## src/hw/rtl/thb_pkg.sv

```systemverilog
// shared types, sizes and codes for the heartbeat watchdog table
package thb_pkg;

  localparam int SLOTS   = 16;
  localparam int ID_BITS = 16;
  localparam int SLOT_W  = (SLOTS > 1) ? $clog2(SLOTS) : 1;
  localparam int CNT_W   = $clog2(SLOTS + 1);

  localparam logic [2:0] OP_REGISTER  = 3'd0;
  localparam logic [2:0] OP_REMOVE    = 3'd1;
  localparam logic [2:0] OP_HEARTBEAT = 3'd2;
  localparam logic [2:0] OP_PAUSE     = 3'd3;
  localparam logic [2:0] OP_PAUSE_ALL = 3'd4;
  localparam logic [2:0] OP_CHECK     = 3'd5;

  localparam logic [2:0] ST_OK        = 3'd0;
  localparam logic [2:0] ST_NOT_FOUND = 3'd1;
  localparam logic [2:0] ST_FULL      = 3'd2;
  localparam logic [2:0] ST_DEAD      = 3'd3;
  localparam logic [2:0] ST_FAULT     = 3'd4;

  typedef struct packed {
    logic [2:0]  operation;
    logic [15:0] task_id;
  } in_item_t;

  typedef struct packed {
    logic [2:0]  status;
    logic [3:0]  slot_index;
    logic [15:0] dead_task_id;
  } out_item_t;

  // low ID_BITS of the zero-extended 16-bit id
  function automatic logic [ID_BITS-1:0] id_from16(logic [15:0] v);
    logic [ID_BITS+15:0] t;
    t = '0;
    t[15:0] = v;
    return t[ID_BITS-1:0];
  endfunction

  function automatic logic [15:0] id_to16(logic [ID_BITS-1:0] v);
    logic [ID_BITS+15:0] t;
    t = '0;
    t[ID_BITS-1:0] = v;
    return t[15:0];
  endfunction

  function automatic logic [3:0] slot_to4(logic [SLOT_W-1:0] v);
    logic [SLOT_W+3:0] t;
    t = '0;
    t[SLOT_W-1:0] = v;
    return t[3:0];
  endfunction

endpackage

```

## src/hw/rtl/thb_ram.sv

```systemverilog
// generic single-port-write, registered-read memory
module thb_ram #(
  parameter int DEPTH = 16,
  parameter int WIDTH = 16,
  parameter int AW    = 4
) (
  input  logic             clk,
  input  logic             wr_en,
  input  logic [AW-1:0]    wr_addr,
  input  logic [WIDTH-1:0] wr_data,
  input  logic [AW-1:0]    rd_addr,
  output logic [WIDTH-1:0] rd_data
);

  logic [WIDTH-1:0] mem [DEPTH];

  always_ff @(posedge clk) begin
    if (wr_en) begin
      mem[wr_addr] <= wr_data;
    end
    rd_data <= mem[rd_addr];
  end

endmodule

```

## src/hw/rtl/task_heartbeat_watchdog_table_top.sv

```systemverilog
// heartbeat watchdog table: id memory, used/alive flags and the operation sequencer
// pause all, unknown codes and checks after a fault go straight to the done state on
// acceptance; register, id lookups and check ticks step one slot per cycle first;
// one item is in work at a time
// a new item is taken once the sequencer is idle, even while the last result waits
// reset clears used, alive and fault flags at once; the id memory is not cleared
module task_heartbeat_watchdog_table_top (
  input  logic               clk,
  input  logic               rst_n,
  input  logic               in_valid,
  output logic               in_stall,
  input  thb_pkg::in_item_t  in_data,
  output logic               out_valid,
  input  logic               out_stall,
  output thb_pkg::out_item_t out_data
);

  typedef enum logic [5:0] {
    S_IDLE = 6'b000001,
    S_FREE = 6'b000010,
    S_FIND = 6'b000100,
    S_CHK  = 6'b001000,
    S_DEAD = 6'b010000,
    S_DONE = 6'b100000
  } state_t;

  state_t state_r, state_nxt;
  logic [2:0]                    op_r, op_nxt;
  logic [thb_pkg::ID_BITS-1:0]   id_r, id_nxt;
  logic [thb_pkg::CNT_W-1:0]     idx_r, idx_nxt;
  logic [thb_pkg::SLOT_W-1:0]    cmp_idx_r, cmp_idx_nxt;
  logic                          cmp_v_r, cmp_v_nxt;
  logic [thb_pkg::SLOTS-1:0]     used_r, used_nxt;
  logic [thb_pkg::SLOTS-1:0]     alive_r, alive_nxt;
  logic                          fault_r, fault_nxt;
  logic [15:0]                   fault_id_r, fault_id_nxt;
  thb_pkg::out_item_t            res_r, res_nxt;
  logic                          out_valid_r, out_valid_nxt;
  thb_pkg::out_item_t            out_data_r, out_data_nxt;

  logic                          wr_en;
  logic [thb_pkg::SLOT_W-1:0]    wr_addr;
  logic [thb_pkg::SLOT_W-1:0]    rd_addr;
  logic [thb_pkg::ID_BITS-1:0]   rd_data;
  logic [thb_pkg::SLOT_W-1:0]    cur;
  logic                          at_end;
  logic                          hit;

  // register writes an entry and sets its used flag in the same edge; any lookup
  // of it belongs to a later item, so the registered read never sees stale data
  thb_ram #(
    .DEPTH (thb_pkg::SLOTS),
    .WIDTH (thb_pkg::ID_BITS),
    .AW    (thb_pkg::SLOT_W)
  ) u_id_ram (
    .clk     (clk),
    .wr_en   (wr_en),
    .wr_addr (wr_addr),
    .wr_data (id_r),
    .rd_addr (rd_addr),
    .rd_data (rd_data)
  );

  assign in_stall  = (state_r != S_IDLE);
  assign out_valid = out_valid_r;
  assign out_data  = out_data_r;

  assign cur     = idx_r[thb_pkg::SLOT_W-1:0];
  assign at_end  = (idx_r == thb_pkg::CNT_W'(thb_pkg::SLOTS));
  assign wr_addr = cur;
  assign hit     = cmp_v_r && used_r[cmp_idx_r] && (rd_data == id_r);

  always_comb begin
    state_nxt     = state_r;
    op_nxt        = op_r;
    id_nxt        = id_r;
    idx_nxt       = idx_r;
    cmp_idx_nxt   = cmp_idx_r;
    cmp_v_nxt     = 1'b0;
    used_nxt      = used_r;
    alive_nxt     = alive_r;
    fault_nxt     = fault_r;
    fault_id_nxt  = fault_id_r;
    res_nxt       = res_r;
    out_valid_nxt = out_valid_r && out_stall;
    out_data_nxt  = out_data_r;
    wr_en         = 1'b0;
    rd_addr       = cur;

    case (state_r)
      S_IDLE: begin
        if (in_valid) begin
          op_nxt  = in_data.operation;
          id_nxt  = thb_pkg::id_from16(in_data.task_id);
          idx_nxt = '0;
          res_nxt = '0;
          case (in_data.operation)
            thb_pkg::OP_REGISTER: begin
              state_nxt = S_FREE;
            end
            thb_pkg::OP_REMOVE, thb_pkg::OP_HEARTBEAT, thb_pkg::OP_PAUSE: begin
              state_nxt = S_FIND;
            end
            thb_pkg::OP_PAUSE_ALL: begin
              // alive is only ever set on a used slot
              alive_nxt      = '0;
              res_nxt.status = (|used_r) ? thb_pkg::ST_OK : thb_pkg::ST_NOT_FOUND;
              state_nxt      = S_DONE;
            end
            thb_pkg::OP_CHECK: begin
              if (fault_r) begin
                res_nxt.status       = thb_pkg::ST_FAULT;
                res_nxt.dead_task_id = fault_id_r;
                state_nxt            = S_DONE;
              end else begin
                state_nxt = S_CHK;
              end
            end
            default: begin
              state_nxt = S_DONE;
            end
          endcase
        end
      end

      S_FREE: begin
        if (at_end) begin
          res_nxt.status = thb_pkg::ST_FULL;
          state_nxt      = S_DONE;
        end else if (!used_r[cur]) begin
          wr_en              = 1'b1;
          used_nxt[cur]      = 1'b1;
          alive_nxt[cur]     = 1'b1;
          res_nxt.status     = thb_pkg::ST_OK;
          res_nxt.slot_index = thb_pkg::slot_to4(cur);
          state_nxt          = S_DONE;
        end else begin
          idx_nxt = idx_r + 1'b1;
        end
      end

      S_FIND: begin
        // read slot idx while comparing the slot read last cycle
        if (hit) begin
          case (op_r)
            thb_pkg::OP_REMOVE: begin
              used_nxt[cmp_idx_r]  = 1'b0;
              alive_nxt[cmp_idx_r] = 1'b0;
            end
            thb_pkg::OP_HEARTBEAT: alive_nxt[cmp_idx_r] = 1'b1;
            default:               alive_nxt[cmp_idx_r] = 1'b0;
          endcase
          res_nxt.status     = thb_pkg::ST_OK;
          res_nxt.slot_index = thb_pkg::slot_to4(cmp_idx_r);
          state_nxt          = S_DONE;
        end else if (at_end) begin
          res_nxt.status = thb_pkg::ST_NOT_FOUND;
          state_nxt      = S_DONE;
        end else begin
          cmp_v_nxt   = 1'b1;
          cmp_idx_nxt = cur;
          idx_nxt     = idx_r + 1'b1;
        end
      end

      S_CHK: begin
        if (at_end) begin
          res_nxt.status = thb_pkg::ST_OK;
          state_nxt      = S_DONE;
        end else if (used_r[cur] && !alive_r[cur]) begin
          fault_nxt          = 1'b1;
          res_nxt.status     = thb_pkg::ST_DEAD;
          res_nxt.slot_index = thb_pkg::slot_to4(cur);
          state_nxt          = S_DEAD;
        end else begin
          alive_nxt[cur] = 1'b0;
          idx_nxt        = idx_r + 1'b1;
        end
      end

      S_DEAD: begin
        // id of the dead slot arrives from the memory this cycle
        fault_id_nxt         = thb_pkg::id_to16(rd_data);
        res_nxt.dead_task_id = thb_pkg::id_to16(rd_data);
        state_nxt            = S_DONE;
      end

      S_DONE: begin
        if (!out_valid_r || !out_stall) begin
          out_valid_nxt = 1'b1;
          out_data_nxt  = res_r;
          state_nxt     = S_IDLE;
        end
      end

      default: begin
        state_nxt = S_IDLE;
      end
    endcase
  end

  always_ff @(posedge clk) begin
    if (!rst_n) begin
      state_r     <= S_IDLE;
      cmp_v_r     <= 1'b0;
      used_r      <= '0;
      alive_r     <= '0;
      fault_r     <= 1'b0;
      fault_id_r  <= '0;
      out_valid_r <= 1'b0;
    end else begin
      state_r     <= state_nxt;
      cmp_v_r     <= cmp_v_nxt;
      used_r      <= used_nxt;
      alive_r     <= alive_nxt;
      fault_r     <= fault_nxt;
      fault_id_r  <= fault_id_nxt;
      out_valid_r <= out_valid_nxt;
    end
  end

  always_ff @(posedge clk) begin
    op_r       <= op_nxt;
    id_r       <= id_nxt;
    idx_r      <= idx_nxt;
    cmp_idx_r  <= cmp_idx_nxt;
    res_r      <= res_nxt;
    out_data_r <= out_data_nxt;
  end

endmodule

```

## config.mk

```make
export PLATFORM = sky130hd
export DESIGN_NAME = task_heartbeat_watchdog_table_top
export DESIGN_NICKNAME = d
export VERILOG_FILES = /design/src/hw/rtl/thb_pkg.sv /design/src/hw/rtl/thb_ram.sv /design/src/hw/rtl/task_heartbeat_watchdog_table_top.sv
export SDC_FILE = /design/constraint.sdc
export NUM_CORES = 1
export LEC_CHECK = 0
export BUFFER_PORTS_ARGS = -buffer_cell sky130_fd_sc_hd__buf_2
export CORE_MARGIN = 1.5
export CORE_UTILIZATION = 31
export DETAILED_ROUTE_END_ITERATION = 8
export GPL_TIMING_DRIVEN = 0
export PLACE_DENSITY = 0.51
export REMOVE_ABC_BUFFERS = 1
export SYNTH_ARGS = -nofsm -noshare
export SYNTH_HDL_FRONTEND = slang
export SYNTH_SLANG_ARGS = --single-unit
```

## constraint.sdc

```tcl
create_clock -name clk -period 5.1 [get_ports clk]
set_input_delay 1.02 -clock clk [delete_from_list [all_inputs] [get_ports clk]]
set_output_delay 1.02 -clock clk [all_outputs]
set_load 0.05 [all_outputs]
```

==> results summary <==
The share of total power in sequential cells came out at between 50% and 60%. The static leakage power is 6.145 nW. Post-CTS repair changed the size of 0 cells.

The post-place setup slack came out at 0.7065 ns. The cell area after layout came out at 18980 sq um. The first global-routing pass estimated 56.88 mm of wire. The first-pass iteration count of the detailed router is 5. The overall fraction of global-route tracks in use is between 10 and 15%. The fraction of power spent switching nets came out at a little under a quarter. The synthesis-to-finish area growth is 17.43%.

Cells with a size suffix above 1 make up about 23% of the layout. The placed instance area came out at about 18000 sq um. TritonCTS built the clock tree. The total DRC errors in the routed layout came out at 0. The worst-case clock skew is between 0.02 and 0.03 ns. In this run, the number of DRC markers left after iteration 0 of detailed routing was 730. The power density of the placed cells is 399.8 nW/um^2.

The post-layout net count is 1071. The least setup slack across all paths after layout came out at 0.7498 ns. The critical path goes through nor2_1, nand3_1, nand4_1, buf_8, nor2_2, buf_16, o21ai_0, a21oi_1. The die boundary width came out at 231.3 um. The arrival time of data at the critical path endpoint came out at 4.84 ns. For this run the aggregate overflow at the end of global routing stands at 0. The number of buffers on the longest clock path is 3. By startpoint and endpoint, the worst setup path is classified as reg2reg. The number of CTS-inserted buffers came out at 44. The clock share of power is 38.7%. The routed wirelength normalized by instance count came out at 21.60 um. The floorplan step defined a die boundary enclosing approximately 54000 sq um. A synthesized cell averages 16.46 sq um. The starting utilization of the core area is a little under a third. The worst voltage drop across the vdd grid is 0.2224 mV. The final count of hold timing violations came out at 0.

Setup repair after global routing left no endpoint under its margin. The aggregate routed wire length is around 38 mm. Of all flip-flops after synthesis, the portion carrying an async set or reset was 0%. Once the clock tree was built, the setup fixing pass inserted 0 buffers. The final setup violation count is 0. The internal power of the cells is between 5 and 6 mW. In this run the worst path has a maximum fanout of 24. In this run the remaining antenna-violating nets after routing total 0. The antenna diode instance count came out at 0. The highest cell delay on the worst timing path is 1.28 ns. On the critical path, the stage with the largest delay is an instance of edfxtp_1.

The number of register bits inferred by synthesis came out at 403. Sequential cells were found to cover 70.35% of the synthesized design area. The total net switching power came out at 1.811 mW. For this run, the leading register cell type out of synthesis is edfxtp_1.

The smallest clock period supported by the final layout is computed as 4.350 ns. Synthesis instantiated 52 different standard cells from the library. In this run the tightest slew margin relative to its limit is a little over 7%. The count of final max-slew check failures came out at 0. The synthesized netlist occupies a cell area of 16160 sq um. The number of hold buffers added after cts came out at 0.

The root buffer cell chosen for the clock tree is clkbuf_16. The Yosys step of the flow raised 0 warnings. The placed wire-length estimate is 23.73 mm.

The clock-pin slew of the registers on the worst-case setup and hold paths is 0.06 ns. The count of buffers inserted at the top-level ports is 47. The last weighted congestion value of the routability-driven placer is 0.8233. In the synthesized netlist, the number of instances is 982.

The flow ran to the end, and the final reports show no timing, DRC or antenna violations. Entering global routing, the biggest net connects 73 pins. The detail-routed via count per cell is 5.050.

The worst hold slack is 0.4171 ns. The power share of the combinational group is 9.8%. The number of H-tree levels is 2.

The achievable clock frequency came out at 229.9 MHz. The count of vias placed by the detailed router came out at 8872. STA classifies the critical path startpoint as a flop.

The number of I/O pins came out at 48. The site row count is 83. The initial antenna violation count came to 0. The fraction of the cycle the final worst path needs is 85.30%. The required time of the critical path is approximately 5.6 ns.

The core region is around 51000 sq um. The clock network latency to the later pin of the worst-skew pair came out at about 0.57 ns. The via count of the first global-routing pass is 8884.

The number of enable-type register cells in the synthesized netlist came out at 330. The critical path endpoint category is a flop. The number of sinks handled by clock tree synthesis is between 400 and 500. The power after layout is ~7.6 mW. The path class of the tightest hold or removal check is reg2reg. The transition time at the pin with the least slew margin is 1.393 ns. The floorplan die height is between 200 and 250 um. The max-capacitance violation count came out at 0.
==> path summary, 6_finish.rpt <==
check / start / endpoint / slack (ns) / cells after the start
max: idx_r[2] / used_r[9] / 0.75 / 8
min: res_r[1] / out_data[1] / 0.42 / 0
max reg2reg: idx_r[2] / used_r[9] / 0.75 / 8
min reg2reg: res_r[1] / out_data[1] / 0.42 / 0
==> final cells by class <==
cell class                 instances  area, sq um
fill                            4807        32420
sequential                       403        11370
multi-input combinational        515         4586
clock buffer                      58         1185
tap                              680        850.8
timing repair buffer              74        837.1
clock inverter                    21        130.1
inverter                           6        22.52
==> kinds of logic (layout without fill, tap and decap cells) <==
family | after synthesis | in the layout | share of synthesized area (%)
flip-flops | 403 | 403 | 70.35
buffers and inverters | 64 | 159 | 1.834
multiplexers | 127 | 127 | 15.10
XOR/XNOR | 19 | 19 | 1.029
adder cells (fa/ha/maj) | 4 | 4 | 0.3096
AND/OR/NAND/NOR | 240 | 240 | 6.657
AO/OA/AOI/OAI | 125 | 125 | 4.722
==> metal layers <==
| metal | up-vias | share of wire [%] | wire (um) | track usage (%) |
|---|---|---|---|---|
| met3 | 68 | 4.9 | 1876 | 2.288 |
| met5 | - | 0 | 0 | 0 |
| met4 | 0 | 3.0 | 1148 | 5.515 |
| met1 | 4591 | 43 | 16410 | 19.08 |
| li1 | 3967 | - | - | - |
| met2 | 246 | 49 | 18520 | 23.67 |
==> synthesized netlist by cell type, drive strengths merged (5+ instances only) <==
library cell  instances  area, sq um
dfxtp                73         1461
nand4                 5        31.28
nor2                 45        168.9
mux2i                35        350.3
edfxtp              330         9910
clkbuf               37        140.1
inv                   6        22.52
o21ai                20        100.1
xnor2                17        148.9
o22ai                17        106.4
nand2b                5        31.28
nor3                 19        95.09
nand3                 5        30.03
nand2               129        486.7
a21oi                53        269.0
mux4                 92         2091
nor4                 11        75.07
buf                  21        133.9
a21boi               17        127.6
==> placed cells by master, fill, tap and decap left out, types with 19 or more instances in the layout <==
cell / n
a21oi_1: 51
buf_2: 47
clkbuf_16: 45
dfxtp_1: 73
edfxtp_1: 330
mux2i_1: 35
mux4_2: 87
nand2_1: 128
nor2_1: 29
nor3_1: 19
o21ai_0: 20
==> flip-flops by register name, indices dropped and copies added, names as in the netlist, 6 cells and up <==
name and cells:
u_id_ram.mem 256, used_r 16, u_id_ram.rd_data 16, fault_id_r 16, state_r 6, id_r 16, res_r 23, alive_r 16
out_data 23
==> critical path, delay by kind of cell, from the launching register on <==
kind / cells / cell delay [ns]
buffers and inverters: 2 / 0.63
AND/OR/NAND/NOR: 4 / 2.08
AO/OA/AOI/OAI: 2 / 0.27
flip-flops: 1 / 1.28
==> stage by stage <==
step / instances / util [%] / setup TNS, ns
after global routing: 1757 / 36.93 / 0
after detailed placement: 1678 / 34.37 / 0
after CTS: 1757 / 36.93 / 0
final: 1757 / 36.93 / 0
after global placement: 1651 / 33.02 / -1095.14
after floorplan: 924 / - / -129.38
==> power groups by stage <==
stage | logic (mW) | registers (mW) | clock network, mW
global route | 0.795 | 3.93 | 3.14
floorplan | 0.413 | 3.98 | 0
CTS | 0.755 | 3.91 | 3.02
detailed placement | 0.753 | 3.98 | 0
finish | 0.742 | 3.91 | 2.94
global placement | 0.593 | 4.08 | 0
Note: power is estimated with default switching activity, not from simulation.
